File: src/sv/pwmenc_pkg.sv
// Shared constants, register codes and controller/datapath link types.
`timescale 1ns / 1ps
`default_nettype none

package pwmenc_pkg;

  // Default widths for the top-level parameters
  localparam int ANGLE_BITS_DEF   = 14;
  localparam int CAPTURE_BITS_DEF = 16;
  localparam int ADC_BITS_DEF     = 12;

  // Decoder constants: frame length in clocks and the leading pre-count
  localparam int FRAME_COUNT = 4119;
  localparam int FRAME_W     = 13;
  localparam int PRE_COUNT   = 12 + 4;

  // Field widths fixed by the register map and result format
  localparam int GAIN_W     = 24;
  localparam int OFFSET_W   = 15;
  localparam int ELEC_W     = 24;
  localparam int TURN_W     = 32;
  localparam int CFG_IDX_W  = 3;
  localparam int CFG_DATA_W = 24;

  // Electrical angle scaling: Q8.16 gain, angle counts to 1/256 degree
  localparam int FRAC_SHIFT   = 16;
  localparam int ROUND_HALF   = 32768;
  localparam int QUARTER_TURN = 23040;
  localparam int ELEC_MAX     = 8388607;
  localparam int ELEC_MIN     = -8388608;

  // Register reset values
  localparam int GAIN_RST     = 368640;
  localparam int OFFSET_U_RST = 2525;
  localparam int OFFSET_V_RST = 2513;
  localparam int OFFSET_W_RST = 2530;

  typedef enum logic [CFG_IDX_W-1:0] {
    REG_ELEC_GAIN   = 3'd0,
    REG_ELEC_OFFSET = 3'd1,
    REG_ELEC_DIR    = 3'd2,
    REG_OFFSET_U    = 3'd3,
    REG_OFFSET_V    = 3'd4,
    REG_OFFSET_W    = 3'd5
  } cfg_reg_t;

  typedef struct packed {
    logic load_in;
    logic mul;
    logic div_step;
    logic angle_upd;
    logic turn_upd;
    logic e_shift;
    logic e_sat;
    logic load_out;
  } cmd_t;

  typedef struct packed {
    logic do_div;
    logic out_free;
  } status_t;

endpackage

`default_nettype wire

File: src/sv/pwmenc_if.sv
// Channel interfaces: input tick, result and configuration write.
`timescale 1ns / 1ps
`default_nettype none

interface pwmenc_in_if #(
  parameter int CAPTURE_BITS = pwmenc_pkg::CAPTURE_BITS_DEF,
  parameter int ADC_BITS     = pwmenc_pkg::ADC_BITS_DEF
);
  logic                    valid;
  logic                    ready;
  logic                    cap_edge;
  logic [CAPTURE_BITS-1:0] period_count;
  logic [CAPTURE_BITS-1:0] high_count;
  logic [ADC_BITS-1:0]     adc_u;
  logic [ADC_BITS-1:0]     adc_v;
  logic [ADC_BITS-1:0]     adc_w;

  modport source (output valid, cap_edge, period_count, high_count, adc_u, adc_v, adc_w,
                  input ready);
  modport sink (input valid, cap_edge, period_count, high_count, adc_u, adc_v, adc_w,
                output ready);
endinterface

interface pwmenc_out_if #(
  parameter int ANGLE_BITS = pwmenc_pkg::ANGLE_BITS_DEF,
  parameter int ADC_BITS   = pwmenc_pkg::ADC_BITS_DEF
);
  logic                                  valid;
  logic                                  ready;
  logic [ANGLE_BITS-1:0]                 mech_angle;
  logic signed [pwmenc_pkg::TURN_W-1:0]  turn_count;
  logic signed [pwmenc_pkg::ELEC_W-1:0]  elec_angle;
  logic signed [ADC_BITS:0]              current_u;
  logic signed [ADC_BITS:0]              current_v;
  logic signed [ADC_BITS:0]              current_w;
  logic                                  decode_error;

  modport source (output valid, mech_angle, turn_count, elec_angle, current_u, current_v,
                  current_w, decode_error, input ready);
  modport sink (input valid, mech_angle, turn_count, elec_angle, current_u, current_v,
                current_w, decode_error, output ready);
endinterface

interface pwmenc_cfg_if;
  logic                                valid;
  logic                                ready;
  logic [pwmenc_pkg::CFG_IDX_W-1:0]    index;
  logic [pwmenc_pkg::CFG_DATA_W-1:0]   data;

  modport source (output valid, index, data, input ready);
  modport sink (input valid, index, data, output ready);
endinterface

`default_nettype wire

File: src/sv/pwmenc_cfg.sv
// Configuration register file for gain, offset, direction and ADC zero codes.
`timescale 1ns / 1ps
`default_nettype none

module pwmenc_cfg #(
  parameter int ADC_BITS = pwmenc_pkg::ADC_BITS_DEF
) (
  input  wire logic                                  clk,
  input  wire logic                                  rst_n,
  input  wire logic                                  wr_valid,
  output logic                                       wr_ready,
  input  wire logic [pwmenc_pkg::CFG_IDX_W-1:0]      wr_index,
  input  wire logic [pwmenc_pkg::CFG_DATA_W-1:0]     wr_data,
  output logic [pwmenc_pkg::GAIN_W-1:0]              elec_gain,
  output logic signed [pwmenc_pkg::OFFSET_W-1:0]     elec_offset,
  output logic                                       elec_dir_negative,
  output logic [ADC_BITS-1:0]                        offset_u,
  output logic [ADC_BITS-1:0]                        offset_v,
  output logic [ADC_BITS-1:0]                        offset_w
);

  logic [pwmenc_pkg::GAIN_W-1:0]          gain_r;
  logic signed [pwmenc_pkg::OFFSET_W-1:0] eoff_r;
  logic                                   dir_r;
  logic [ADC_BITS-1:0]                    off_u_r;
  logic [ADC_BITS-1:0]                    off_v_r;
  logic [ADC_BITS-1:0]                    off_w_r;

  assign wr_ready = 1'b1;

  always_ff @(posedge clk) begin
    if (!rst_n) begin
      gain_r  <= pwmenc_pkg::GAIN_W'(pwmenc_pkg::GAIN_RST);
      eoff_r  <= '0;
      dir_r   <= 1'b0;
      off_u_r <= ADC_BITS'(pwmenc_pkg::OFFSET_U_RST);
      off_v_r <= ADC_BITS'(pwmenc_pkg::OFFSET_V_RST);
      off_w_r <= ADC_BITS'(pwmenc_pkg::OFFSET_W_RST);
    end else if (wr_valid) begin
      case (wr_index)
        pwmenc_pkg::REG_ELEC_GAIN:   gain_r  <= wr_data[pwmenc_pkg::GAIN_W-1:0];
        pwmenc_pkg::REG_ELEC_OFFSET: eoff_r  <= $signed(wr_data[pwmenc_pkg::OFFSET_W-1:0]);
        pwmenc_pkg::REG_ELEC_DIR:    dir_r   <= wr_data[0];
        pwmenc_pkg::REG_OFFSET_U:    off_u_r <= wr_data[ADC_BITS-1:0];
        pwmenc_pkg::REG_OFFSET_V:    off_v_r <= wr_data[ADC_BITS-1:0];
        pwmenc_pkg::REG_OFFSET_W:    off_w_r <= wr_data[ADC_BITS-1:0];
        default: begin
          // unmapped index: drop the write
        end
      endcase
    end
  end

  assign elec_gain         = gain_r;
  assign elec_offset       = eoff_r;
  assign elec_dir_negative = dir_r;
  assign offset_u          = off_u_r;
  assign offset_v          = off_v_r;
  assign offset_w          = off_w_r;

endmodule

`default_nettype wire

File: src/sv/pwmenc_ctrl.sv
// Sequencer that steps the datapath through divide, unwrap and scaling.
`timescale 1ns / 1ps
`default_nettype none

module pwmenc_ctrl #(
  parameter int CAPTURE_BITS = pwmenc_pkg::CAPTURE_BITS_DEF
) (
  input  wire logic                clk,
  input  wire logic                rst_n,
  input  wire logic                in_valid,
  output logic                     in_ready,
  input  wire pwmenc_pkg::status_t sts,
  output pwmenc_pkg::cmd_t         cmd
);

  localparam int NUM_W = CAPTURE_BITS + pwmenc_pkg::FRAME_W;
  localparam int CNT_W = $clog2(NUM_W);

  typedef enum logic [7:0] {
    S_IDLE  = 8'b0000_0001,
    S_MUL   = 8'b0000_0010,
    S_DIV   = 8'b0000_0100,
    S_ANGLE = 8'b0000_1000,
    S_TURN  = 8'b0001_0000,
    S_ESH   = 8'b0010_0000,
    S_ESAT  = 8'b0100_0000,
    S_OUT   = 8'b1000_0000
  } state_t;

  state_t             state_r, state_nxt;
  logic [CNT_W-1:0]   cnt_r, cnt_nxt;

  always_comb begin
    state_nxt = state_r;
    cnt_nxt   = cnt_r;
    cmd       = '0;
    in_ready  = 1'b0;
    case (state_r)
      S_IDLE: begin
        in_ready = 1'b1;
        if (in_valid) begin
          cmd.load_in = 1'b1;
          state_nxt   = S_MUL;
        end
      end
      S_MUL: begin
        cmd.mul   = 1'b1;
        cnt_nxt   = '0;
        state_nxt = sts.do_div ? S_DIV : S_ANGLE;
      end
      S_DIV: begin
        cmd.div_step = 1'b1;
        cnt_nxt      = cnt_r + CNT_W'(1);
        if (cnt_r == CNT_W'(NUM_W - 1)) begin
          state_nxt = S_ANGLE;
        end
      end
      S_ANGLE: begin
        cmd.angle_upd = 1'b1;
        state_nxt     = S_TURN;
      end
      S_TURN: begin
        cmd.turn_upd = 1'b1;
        state_nxt    = S_ESH;
      end
      S_ESH: begin
        cmd.e_shift = 1'b1;
        state_nxt   = S_ESAT;
      end
      S_ESAT: begin
        cmd.e_sat = 1'b1;
        state_nxt = S_OUT;
      end
      S_OUT: begin
        // hold until the output register is free
        if (sts.out_free) begin
          cmd.load_out = 1'b1;
          state_nxt    = S_IDLE;
        end
      end
      default: begin
        state_nxt = S_IDLE;
      end
    endcase
  end

  always_ff @(posedge clk) begin
    if (!rst_n) begin
      state_r <= S_IDLE;
      cnt_r   <= '0;
    end else begin
      state_r <= state_nxt;
      cnt_r   <= cnt_nxt;
    end
  end

endmodule

`default_nettype wire

File: src/sv/pwmenc_dp.sv
// Datapath: serial divider, angle/turn state, electrical scaling, currents.
`timescale 1ns / 1ps
`default_nettype none

module pwmenc_dp #(
  parameter int ANGLE_BITS   = pwmenc_pkg::ANGLE_BITS_DEF,
  parameter int CAPTURE_BITS = pwmenc_pkg::CAPTURE_BITS_DEF,
  parameter int ADC_BITS     = pwmenc_pkg::ADC_BITS_DEF
) (
  input  wire logic                                  clk,
  input  wire logic                                  rst_n,
  input  wire pwmenc_pkg::cmd_t                      cmd,
  output pwmenc_pkg::status_t                        sts,
  input  wire logic                                  cap_edge,
  input  wire logic [CAPTURE_BITS-1:0]               period_count,
  input  wire logic [CAPTURE_BITS-1:0]               high_count,
  input  wire logic [ADC_BITS-1:0]                   adc_u,
  input  wire logic [ADC_BITS-1:0]                   adc_v,
  input  wire logic [ADC_BITS-1:0]                   adc_w,
  input  wire logic [pwmenc_pkg::GAIN_W-1:0]         elec_gain,
  input  wire logic signed [pwmenc_pkg::OFFSET_W-1:0] elec_offset,
  input  wire logic                                  elec_dir_negative,
  input  wire logic [ADC_BITS-1:0]                   offset_u,
  input  wire logic [ADC_BITS-1:0]                   offset_v,
  input  wire logic [ADC_BITS-1:0]                   offset_w,
  output logic                                       out_valid,
  input  wire logic                                  out_ready,
  output logic [ANGLE_BITS-1:0]                      mech_angle,
  output logic signed [pwmenc_pkg::TURN_W-1:0]       turn_count,
  output logic signed [pwmenc_pkg::ELEC_W-1:0]       elec_angle,
  output logic signed [ADC_BITS:0]                   current_u,
  output logic signed [ADC_BITS:0]                   current_v,
  output logic signed [ADC_BITS:0]                   current_w,
  output logic                                       decode_error
);

  localparam int NUM_W   = CAPTURE_BITS + pwmenc_pkg::FRAME_W;
  localparam int DELTA_W = ANGLE_BITS + 2;
  localparam int DIFF_W  = ((ANGLE_BITS > pwmenc_pkg::OFFSET_W) ?
                            ANGLE_BITS : pwmenc_pkg::OFFSET_W) + 2;
  localparam int PROD_W  = DIFF_W + pwmenc_pkg::GAIN_W + 1;
  localparam int E1_W    = PROD_W - pwmenc_pkg::FRAC_SHIFT + 1;
  localparam int TW      = pwmenc_pkg::TURN_W;
  localparam int EW      = pwmenc_pkg::ELEC_W;

  localparam logic signed [DELTA_W-1:0] HALF = DELTA_W'((1 << (ANGLE_BITS - 1)) - 1);
  localparam logic signed [DELTA_W-1:0] FULL = DELTA_W'(1 << ANGLE_BITS);

  // latched input beat
  logic                    cap_r;
  logic [CAPTURE_BITS-1:0] period_r;
  logic [CAPTURE_BITS-1:0] high_r;
  logic [ADC_BITS-1:0]     adc_u_r, adc_v_r, adc_w_r;

  // divider
  logic [NUM_W-1:0]        q_r;
  logic [CAPTURE_BITS-1:0] rem_r;
  logic [CAPTURE_BITS:0]   trial;
  logic                    fits;

  // angle and turn state
  logic [ANGLE_BITS-1:0]   angle_r, prev_r;
  logic [TW-1:0]           turn_r;
  logic                    err_r;
  logic [NUM_W-1:0]        q_sub;
  logic signed [DELTA_W-1:0] delta, delta_adj;

  // electrical angle
  logic signed [DIFF_W-1:0]               diff;
  logic signed [pwmenc_pkg::GAIN_W:0]     gain_s;
  logic signed [PROD_W-1:0]               prod, prod_r, rounded;
  logic signed [E1_W-1:0]                 e1, e1_r;
  logic signed [E1_W:0]                   e2;
  logic signed [EW-1:0]                   elec_nxt, elec_r;

  // output register
  logic                    out_valid_r;
  logic [ANGLE_BITS-1:0]   mech_r;
  logic [TW-1:0]           turn_out_r;
  logic signed [EW-1:0]    elec_out_r;
  logic signed [ADC_BITS:0] cur_u_r, cur_v_r, cur_w_r;
  logic                    err_out_r;

  assign sts.do_div   = cap_r && (period_r != '0);
  assign sts.out_free = !out_valid_r || out_ready;

  always_comb begin
    trial = {rem_r, q_r[NUM_W-1]};
    fits  = (trial >= {1'b0, period_r});
  end

  assign q_sub = q_r - NUM_W'(pwmenc_pkg::PRE_COUNT);

  always_comb begin
    delta = $signed({2'b00, angle_r}) - $signed({2'b00, prev_r});
    if (delta > HALF) begin
      delta_adj = delta - FULL;
    end else if (delta < -HALF) begin
      delta_adj = delta + FULL;
    end else begin
      delta_adj = delta;
    end
  end

  always_comb begin
    diff    = $signed({{(DIFF_W - ANGLE_BITS){1'b0}}, angle_r}) - DIFF_W'(elec_offset);
    gain_s  = $signed({1'b0, elec_gain});
    prod    = diff * gain_s;
    rounded = prod_r + PROD_W'(pwmenc_pkg::ROUND_HALF);
    e1      = E1_W'(rounded >>> pwmenc_pkg::FRAC_SHIFT) - E1_W'(pwmenc_pkg::QUARTER_TURN);
    e2      = elec_dir_negative ? -((E1_W+1)'(e1_r)) : (E1_W+1)'(e1_r);
    if (e2 > (E1_W+1)'(pwmenc_pkg::ELEC_MAX)) begin
      elec_nxt = EW'(pwmenc_pkg::ELEC_MAX);
    end else if (e2 < (E1_W+1)'(pwmenc_pkg::ELEC_MIN)) begin
      elec_nxt = EW'(pwmenc_pkg::ELEC_MIN);
    end else begin
      elec_nxt = e2[EW-1:0];
    end
  end

  // payload registers
  always_ff @(posedge clk) begin
    if (cmd.load_in) begin
      cap_r    <= cap_edge;
      period_r <= period_count;
      high_r   <= high_count;
      adc_u_r  <= adc_u;
      adc_v_r  <= adc_v;
      adc_w_r  <= adc_w;
    end
    if (cmd.mul) begin
      q_r   <= NUM_W'(high_r) * NUM_W'(pwmenc_pkg::FRAME_COUNT);
      rem_r <= '0;
    end else if (cmd.div_step) begin
      q_r   <= {q_r[NUM_W-2:0], fits};
      rem_r <= fits ? CAPTURE_BITS'(trial - {1'b0, period_r}) : trial[CAPTURE_BITS-1:0];
    end
    if (cmd.angle_upd) begin
      err_r <= cap_r && ((period_r == '0) || (q_r < NUM_W'(pwmenc_pkg::PRE_COUNT)));
    end
    if (cmd.turn_upd) begin
      prod_r <= prod;
    end
    if (cmd.e_shift) begin
      e1_r <= e1;
    end
    if (cmd.e_sat) begin
      elec_r <= elec_nxt;
    end
    if (cmd.load_out) begin
      mech_r     <= angle_r;
      turn_out_r <= turn_r;
      elec_out_r <= elec_r;
      cur_u_r    <= $signed({1'b0, adc_u_r}) - $signed({1'b0, offset_u});
      cur_v_r    <= $signed({1'b0, adc_v_r}) - $signed({1'b0, offset_v});
      cur_w_r    <= $signed({1'b0, adc_w_r}) - $signed({1'b0, offset_w});
      err_out_r  <= err_r;
    end
  end

  // rotor state and output handshake
  always_ff @(posedge clk) begin
    if (!rst_n) begin
      angle_r     <= '0;
      prev_r      <= '0;
      turn_r      <= '0;
      out_valid_r <= 1'b0;
    end else begin
      if (cmd.angle_upd && sts.do_div && (q_r >= NUM_W'(pwmenc_pkg::PRE_COUNT))) begin
        angle_r <= {q_sub[ANGLE_BITS-3:0], 2'b00};
      end
      if (cmd.turn_upd) begin
        prev_r <= angle_r;
        turn_r <= turn_r - TW'(delta_adj);
      end
      if (cmd.load_out) begin
        out_valid_r <= 1'b1;
      end else if (out_ready) begin
        out_valid_r <= 1'b0;
      end
    end
  end

  assign out_valid    = out_valid_r;
  assign mech_angle   = mech_r;
  assign turn_count   = $signed(turn_out_r);
  assign elec_angle   = elec_out_r;
  assign current_u    = cur_u_r;
  assign current_v    = cur_v_r;
  assign current_w    = cur_w_r;
  assign decode_error = err_out_r;

endmodule

`default_nettype wire

File: src/sv/pwm_encoder_angle_current_sense.sv
// Top level: PWM absolute encoder decode, multi-turn unwrap, current offsets.
//
//  channel  | dir | beat contents
//  ---------+-----+-----------------------------------------------------------
//  in_ch    | in  | cap_edge, period_count, high_count, adc_u/v/w
//  out_ch   | out | mech_angle, turn_count, elec_angle, current_u/v/w, error
//  cfg_ch   | in  | index (register number), data (value, low bits used)
//
// A tick with a valid capture (cap_edge set, nonzero period) runs through the
// restoring divider, which retires one quotient bit a cycle over
// CAPTURE_BITS+13 bits; a tick without one skips the divide.
// rst_n is synchronous; it clears the angle, turn count and config registers.
// A finished result sits in the output register, so a stalled sink does not
// block the next accept; the sequencer only waits to reload that register.
`timescale 1ns / 1ps
`default_nettype none

module pwm_encoder_angle_current_sense #(
  parameter int ANGLE_BITS   = pwmenc_pkg::ANGLE_BITS_DEF,
  parameter int CAPTURE_BITS = pwmenc_pkg::CAPTURE_BITS_DEF,
  parameter int ADC_BITS     = pwmenc_pkg::ADC_BITS_DEF
) (
  input wire logic    clk,
  input wire logic    rst_n,
  pwmenc_in_if.sink   in_ch,
  pwmenc_out_if.source out_ch,
  pwmenc_cfg_if.sink  cfg_ch
);

  pwmenc_pkg::cmd_t    cmd;
  pwmenc_pkg::status_t sts;

  logic [pwmenc_pkg::GAIN_W-1:0]          elec_gain;
  logic signed [pwmenc_pkg::OFFSET_W-1:0] elec_offset;
  logic                                   elec_dir_negative;
  logic [ADC_BITS-1:0]                    offset_u, offset_v, offset_w;

  // configuration: always ready, writes land the next edge
  pwmenc_cfg #(
    .ADC_BITS (ADC_BITS)
  ) u_cfg (
    .clk               (clk),
    .rst_n             (rst_n),
    .wr_valid          (cfg_ch.valid),
    .wr_ready          (cfg_ch.ready),
    .wr_index          (cfg_ch.index),
    .wr_data           (cfg_ch.data),
    .elec_gain         (elec_gain),
    .elec_offset       (elec_offset),
    .elec_dir_negative (elec_dir_negative),
    .offset_u          (offset_u),
    .offset_v          (offset_v),
    .offset_w          (offset_w)
  );

  // sequencer owns the input handshake and the divide iteration count
  pwmenc_ctrl #(
    .CAPTURE_BITS (CAPTURE_BITS)
  ) u_ctrl (
    .clk      (clk),
    .rst_n    (rst_n),
    .in_valid (in_ch.valid),
    .in_ready (in_ch.ready),
    .sts      (sts),
    .cmd      (cmd)
  );

  // datapath holds the rotor state and the output register
  pwmenc_dp #(
    .ANGLE_BITS   (ANGLE_BITS),
    .CAPTURE_BITS (CAPTURE_BITS),
    .ADC_BITS     (ADC_BITS)
  ) u_dp (
    .clk               (clk),
    .rst_n             (rst_n),
    .cmd               (cmd),
    .sts               (sts),
    .cap_edge          (in_ch.cap_edge),
    .period_count      (in_ch.period_count),
    .high_count        (in_ch.high_count),
    .adc_u             (in_ch.adc_u),
    .adc_v             (in_ch.adc_v),
    .adc_w             (in_ch.adc_w),
    .elec_gain         (elec_gain),
    .elec_offset       (elec_offset),
    .elec_dir_negative (elec_dir_negative),
    .offset_u          (offset_u),
    .offset_v          (offset_v),
    .offset_w          (offset_w),
    .out_valid         (out_ch.valid),
    .out_ready         (out_ch.ready),
    .mech_angle        (out_ch.mech_angle),
    .turn_count        (out_ch.turn_count),
    .elec_angle        (out_ch.elec_angle),
    .current_u         (out_ch.current_u),
    .current_v         (out_ch.current_v),
    .current_w         (out_ch.current_w),
    .decode_error      (out_ch.decode_error)
  );

endmodule

`default_nettype wire

File: src/flat_wrapper.sv
// flat-port wrapper written by rule: the top's interface ports become plain ports
module pwm_encoder_angle_current_sense_flat 
#(
  parameter int ANGLE_BITS   = pwmenc_pkg::ANGLE_BITS_DEF,
  parameter int CAPTURE_BITS = pwmenc_pkg::CAPTURE_BITS_DEF,
  parameter int ADC_BITS     = pwmenc_pkg::ADC_BITS_DEF
)
  (clk, rst_n, in_ch_valid, in_ch_cap_edge, in_ch_period_count, in_ch_high_count, in_ch_adc_u, in_ch_adc_v, in_ch_adc_w, in_ch_ready, out_ch_valid, out_ch_mech_angle, out_ch_turn_count, out_ch_elec_angle, out_ch_current_u, out_ch_current_v, out_ch_current_w, out_ch_decode_error, out_ch_ready, cfg_ch_valid, cfg_ch_index, cfg_ch_data, cfg_ch_ready);
  pwmenc_in_if #(.CAPTURE_BITS(CAPTURE_BITS), .ADC_BITS(ADC_BITS)) in_ch_i ();
  pwmenc_out_if #(.ANGLE_BITS(ANGLE_BITS), .ADC_BITS(ADC_BITS)) out_ch_i ();
  pwmenc_cfg_if cfg_ch_i ();
  input wire logic clk;
  input wire logic rst_n;
  input wire logic [$bits(in_ch_i.valid)-1:0] in_ch_valid;
  input wire logic [$bits(in_ch_i.cap_edge)-1:0] in_ch_cap_edge;
  input wire logic [$bits(in_ch_i.period_count)-1:0] in_ch_period_count;
  input wire logic [$bits(in_ch_i.high_count)-1:0] in_ch_high_count;
  input wire logic [$bits(in_ch_i.adc_u)-1:0] in_ch_adc_u;
  input wire logic [$bits(in_ch_i.adc_v)-1:0] in_ch_adc_v;
  input wire logic [$bits(in_ch_i.adc_w)-1:0] in_ch_adc_w;
  output wire logic [$bits(in_ch_i.ready)-1:0] in_ch_ready;
  output wire logic [$bits(out_ch_i.valid)-1:0] out_ch_valid;
  output wire logic [$bits(out_ch_i.mech_angle)-1:0] out_ch_mech_angle;
  output wire logic [$bits(out_ch_i.turn_count)-1:0] out_ch_turn_count;
  output wire logic [$bits(out_ch_i.elec_angle)-1:0] out_ch_elec_angle;
  output wire logic [$bits(out_ch_i.current_u)-1:0] out_ch_current_u;
  output wire logic [$bits(out_ch_i.current_v)-1:0] out_ch_current_v;
  output wire logic [$bits(out_ch_i.current_w)-1:0] out_ch_current_w;
  output wire logic [$bits(out_ch_i.decode_error)-1:0] out_ch_decode_error;
  input wire logic [$bits(out_ch_i.ready)-1:0] out_ch_ready;
  input wire logic [$bits(cfg_ch_i.valid)-1:0] cfg_ch_valid;
  input wire logic [$bits(cfg_ch_i.index)-1:0] cfg_ch_index;
  input wire logic [$bits(cfg_ch_i.data)-1:0] cfg_ch_data;
  output wire logic [$bits(cfg_ch_i.ready)-1:0] cfg_ch_ready;
  assign in_ch_i.valid = in_ch_valid;
  assign in_ch_i.cap_edge = in_ch_cap_edge;
  assign in_ch_i.period_count = in_ch_period_count;
  assign in_ch_i.high_count = in_ch_high_count;
  assign in_ch_i.adc_u = in_ch_adc_u;
  assign in_ch_i.adc_v = in_ch_adc_v;
  assign in_ch_i.adc_w = in_ch_adc_w;
  assign in_ch_ready = in_ch_i.ready;
  assign out_ch_valid = out_ch_i.valid;
  assign out_ch_mech_angle = out_ch_i.mech_angle;
  assign out_ch_turn_count = out_ch_i.turn_count;
  assign out_ch_elec_angle = out_ch_i.elec_angle;
  assign out_ch_current_u = out_ch_i.current_u;
  assign out_ch_current_v = out_ch_i.current_v;
  assign out_ch_current_w = out_ch_i.current_w;
  assign out_ch_decode_error = out_ch_i.decode_error;
  assign out_ch_i.ready = out_ch_ready;
  assign cfg_ch_i.valid = cfg_ch_valid;
  assign cfg_ch_i.index = cfg_ch_index;
  assign cfg_ch_i.data = cfg_ch_data;
  assign cfg_ch_ready = cfg_ch_i.ready;
  pwm_encoder_angle_current_sense #(.ANGLE_BITS(ANGLE_BITS), .CAPTURE_BITS(CAPTURE_BITS), .ADC_BITS(ADC_BITS)) u_core (.clk(clk), .rst_n(rst_n), .in_ch(in_ch_i), .out_ch(out_ch_i), .cfg_ch(cfg_ch_i));
endmodule
File: config.mk
export PLATFORM = sky130hd
export DESIGN_NAME = pwm_encoder_angle_current_sense_flat
export DESIGN_NICKNAME = d
export VERILOG_FILES = /design/src/sv/pwmenc_pkg.sv /design/src/sv/pwmenc_if.sv /design/src/sv/pwmenc_cfg.sv /design/src/sv/pwmenc_ctrl.sv /design/src/sv/pwmenc_dp.sv /design/src/sv/pwm_encoder_angle_current_sense.sv /design/src/flat_wrapper.sv
export SDC_FILE = /design/constraint.sdc
export NUM_CORES = 2
export LEC_CHECK = 0
export BUFFER_PORTS_ARGS = -buffer_cell sky130_fd_sc_hd__buf_2
export CORE_UTILIZATION = 55
export DETAILED_ROUTE_END_ITERATION = 10
export GPL_TIMING_DRIVEN = 0
export PLACE_DENSITY = 0.72
export RECOVER_POWER = 50
export SLEW_MARGIN = 20
export SYNTH_ARGS = -nofsm -noshare
export SYNTH_HDL_FRONTEND = slang
export SYNTH_HIERARCHICAL = 1
export SYNTH_SLANG_ARGS = --single-unit
File: constraint.sdc
create_clock -name clk -period 18.3 [get_ports clk]
set_input_delay 1.83 -clock clk [delete_from_list [all_inputs] [get_ports clk]]
set_output_delay 1.83 -clock clk [all_outputs]
set_load 0.05 [all_outputs]
==> metrics <==
run status=complete, but fails checks; failing checks=DRC, capacitance limit, slew limit; number of top-level design ports=214; final HPWL from detailed placement=67300 microns; Rows=94; Max Clk Rate=97.8 MHz; post-synthesis share of cell area spent on full adders, half adders and majority gates=0.298; type of destination of the critical path=register; Core Area=0.0660 sq mm; final hold violations=0; largest clock skew in the final design=24.8 ps; number of instances in the synthesized netlist=3736; Worst Setup Start Kind=register; Total Nets Final=4776; largest family of logic cells by synthesized area=adder cells; share of synthesized area spent on multiplexers=0.0412; Detailed Route Iter0 Violations=1737; most frequent cell on the critical path=sky130_fd_sc_hd__fa_1; horizontal die dimension=261 microns; number of enable-type register cells in the synthesized netlist=282; DRC=22; unrepaired setup endpoints after global routing=no; via count=26400; per-cell via count in the routed design=5.37; total leakage power=18.9 nW; portion of the post-synthesis area used by sequential elements=0.317; Maximum Capacitance Violations=3; highest-delay cell along the critical path=sky130_fd_sc_hd__fa_1; Initial Utilization=0.558; Worst Slack Setup Final=8080 ps; kind of critical path=register to register; Critical Path Max Stage Delay=610 ps; Clock Tree Root=sky130_fd_sc_hd__clkbuf_16; normalized max-slew margin=-0.977; DR WL/cell=17.3 microns; Routed WL=85000 microns; Worst Path Arrival=10560 ps; depth of the worst register-to-register path=33; number of buffers on the longest clock path=3; total global-route track usage=0.254; hold slack=416 ps; Post-CTS Repair Setup Buffers=0; maximum fanout encountered on the critical timing path=10; first-pass GRT wire length=136000 microns; clock insertion delay at the later pin of the skew report=610 ps; number of failing setup endpoints in the final timing report=0; mean post-synth cell area=9.85 sq um; Die H=261 microns; level count of the clock H-tree=2; routability congestion estimate=0.993; fraction of registers with async set/reset=0; Resized cells post-CTS=0; Reg2Reg Launch Point=u_core/u_cfg/elec_offset[0]; reg2reg end=u_core/u_dp/prod_r[40]; via count of the first global-routing pass=26400; cts hold-fix bufs=0; Warnings, synthesis=6; TritonCTS clock tree=done; XOR/XNOR Fraction of Synth Area=0.0402; area delta synth->final=10.8%; number of antenna violations at the first check in global routing=10; peak ir drop on the vdd network=86.7 uV; max-slew violations=101; final critical-path share of the clock period=0.559; full die area=0.0680 sq mm; total congestion overflow after global routing=0; flip-flop and latch count after synthesis=442; compound-cell area share of the yosys netlist=0.0791; share of cells above drive strength 1=0.0919; total power after layout=3.87 mW; total standard cell area after synthesis=0.0368 sq mm; setup slack of the worst register-to-register path=8080 ps; transition time of the tightest slew-check pin=2970 ps; Power per Cell Area=94.9 mW/mm^2; CTS sink cnt=442; WHS Endpoint=u_core/u_dp/elec_angle[7]; count of distinct cell types in the synthesized netlist=87; Pre-antenna DRT Iters=9; CTS Buf Count=50; Place WS=8200 ps; final antenna-violating net count=0; hold_sp=u_core/u_dp/elec_r[7]; Worst Hold Class=register to register; Worst Hold Depth=0; minimum clock period after layout=10220 ps; clock transition time at the flip-flop clock pins of the worst setup and hold paths=60 ps; Buffers on Ports=208; simple-gate area share of the yosys netlist=0.140; largest net degree at the start of global routing=53; setup TNS=0 ps; required time worst endpoint=18640 ps; Top FF cell, synth=sky130_fd_sc_hd__edfxtp_1
kinds of logic (layout without fill, tap and decap cells):
family | Yosys count | count (layout)
and+or+nand+nor | 1054 | 1054
buffers and inverters | 804 | 1111
adders and majority gates | 670 | 670
AOI/OAI and AO/OA | 446 | 446
DFF | 442 | 442
xor gates and xnor gates | 169 | 169
muxes | 149 | 149
other | 2 | 8
stage by stage:
stage,instance area [sq um],cells,util
detailed placement,39100,4817,0.592
global placement,38900,4811,0.590
finish,40800,4913,0.618
floorplan,36800,3739,-
CTS,40900,4910,0.620
global route,40800,4911,0.618
layout make-up:
cell class                      instances  area [sq um]
Clock buffer                           63          1430
Fill cell                            5517         25200
Multi-Input combinational cell       2493         22000
Clock inverter                         30           369
Antenna cell                            3          7.51
Timing Repair Buffer                  214          1100
Buffer                                127           554
Inverter                              677          2540
Sequential cell                       442         11700
Tap cell                              864          1080
registers in the layout, summed over array words and instances (netlist names), 13 cells and up:
signal / cells
u_core/u_dp/elec_angle: 24
u_core/u_dp/rem_r: 16
u_core/u_dp/period_r: 16
u_core/u_dp/e1_r: 27
u_core/u_dp/q_r: 29
u_core/u_dp/turn_r: 30
u_core/u_dp/current_w: 13
u_core/u_cfg/elec_offset: 15
u_core/u_dp/high_r: 16
u_core/u_dp/turn_count: 30
u_core/u_dp/prod_r: 26
u_core/u_dp/elec_r: 24
u_core/u_dp/current_v: 13
u_core/u_cfg/elec_gain: 24
u_core/u_dp/current_u: 13
routing by layer:
layer,GRT usage,vias to the layer above,part of all wire
met5,0,-,0.00081
met1,0.336,12600,0.43
met3,0.0549,182,0.076
li1,-,12800,-
met2,0.417,803,0.46
met4,0.0809,12,0.033
worst max-delay path, delay by kind of cell (launching register included):
| family | cells | cell delay (ps) |
|---|---|---|
| adders and majority gates | 8 | 3710 |
| DFF | 1 | 560 |
| xor gates and xnor gates | 2 | 520 |
| and+or+nand+nor | 2 | 450 |
| buffers and inverters | 5 | 1350 |
| AOI/OAI and AO/OA | 16 | 3370 |
power breakdown:
part	switching [mW]	leakage [nW]	internal [mW]
clock	0.426	0.889	0.645
combinational	0.983	14.1	0.672
sequential	0.0198	3.88	1.13
cells in the mapped netlist, types with 73 or more instances:
library cell               number  share of area
sky130_fd_sc_hd__and2_1       125          0.021
sky130_fd_sc_hd__o21ai_0      115          0.016
sky130_fd_sc_hd__inv_1        676          0.069
sky130_fd_sc_hd__ha_1         325           0.11
sky130_fd_sc_hd__fa_1         345           0.19
sky130_fd_sc_hd__nand2_1      404          0.041
sky130_fd_sc_hd__clkbuf_1      94         0.0096
sky130_fd_sc_hd__nor2_1       190          0.019
sky130_fd_sc_hd__dfxtp_1      160          0.087
sky130_fd_sc_hd__xnor2_1       96          0.023
sky130_fd_sc_hd__xor2_1        73          0.017
sky130_fd_sc_hd__a21oi_1       92          0.013
sky130_fd_sc_hd__edfxtp_1     282           0.23
sky130_fd_sc_hd__mux2i_1      128          0.035
how the worst max path moves through the flow:
stage / from / to / slack (ps) / depth (start not counted)
2_1_floorplan: u_core/u_cfg/elec_offset[2] / u_core/u_dp/prod_r[38] / 9740 / 34
3_3_place_gp: u_core/u_cfg/elec_offset[0] / u_core/u_dp/prod_r[40] / 8250 / 33
3_5_place_dp: u_core/u_cfg/elec_offset[0] / u_core/u_dp/prod_r[40] / 8200 / 33
4_1_cts: u_core/u_cfg/elec_offset[0] / u_core/u_dp/prod_r[40] / 8180 / 33
5_1_grt: u_core/u_cfg/elec_offset[0] / u_core/u_dp/prod_r[40] / 7570 / 33
6_report: u_core/u_cfg/elec_offset[0] / u_core/u_dp/prod_r[40] / 8080 / 33
cells in the final DEF (no fill, tap or decap), types with 17 or more instances in the layout:
master / netlist / final
sky130_fd_sc_hd__a211oi_1: 22 / 22
sky130_fd_sc_hd__a21boi_0: 27 / 27
sky130_fd_sc_hd__a21o_1: 53 / 53
sky130_fd_sc_hd__a21oi_1: 92 / 92
sky130_fd_sc_hd__a31oi_1: 17 / 17
sky130_fd_sc_hd__and2_1: 125 / 123
sky130_fd_sc_hd__and3_1: 29 / 29
sky130_fd_sc_hd__buf_2: 11 / 211
sky130_fd_sc_hd__clkbuf_1: 94 / 108
sky130_fd_sc_hd__clkbuf_16: 0 / 54
sky130_fd_sc_hd__dfxtp_1: 160 / 160
sky130_fd_sc_hd__edfxtp_1: 282 / 282
sky130_fd_sc_hd__fa_1: 345 / 345
sky130_fd_sc_hd__ha_1: 325 / 325
sky130_fd_sc_hd__inv_1: 676 / 675
sky130_fd_sc_hd__mux2_2: 21 / 21
sky130_fd_sc_hd__mux2i_1: 128 / 128
sky130_fd_sc_hd__nand2_1: 404 / 404
sky130_fd_sc_hd__nand2b_1: 25 / 25
sky130_fd_sc_hd__nand3_1: 46 / 46
sky130_fd_sc_hd__nand4_1: 31 / 32
sky130_fd_sc_hd__nor2_1: 190 / 190
sky130_fd_sc_hd__nor2b_1: 65 / 65
sky130_fd_sc_hd__nor3_1: 41 / 41
sky130_fd_sc_hd__nor4_1: 17 / 17
sky130_fd_sc_hd__o21a_1: 18 / 18
sky130_fd_sc_hd__o21ai_0: 115 / 114
sky130_fd_sc_hd__o31ai_1: 17 / 17
sky130_fd_sc_hd__xnor2_1: 96 / 96
sky130_fd_sc_hd__xor2_1: 73 / 73
No activity file was read; power rests on OpenSTA's default activity.
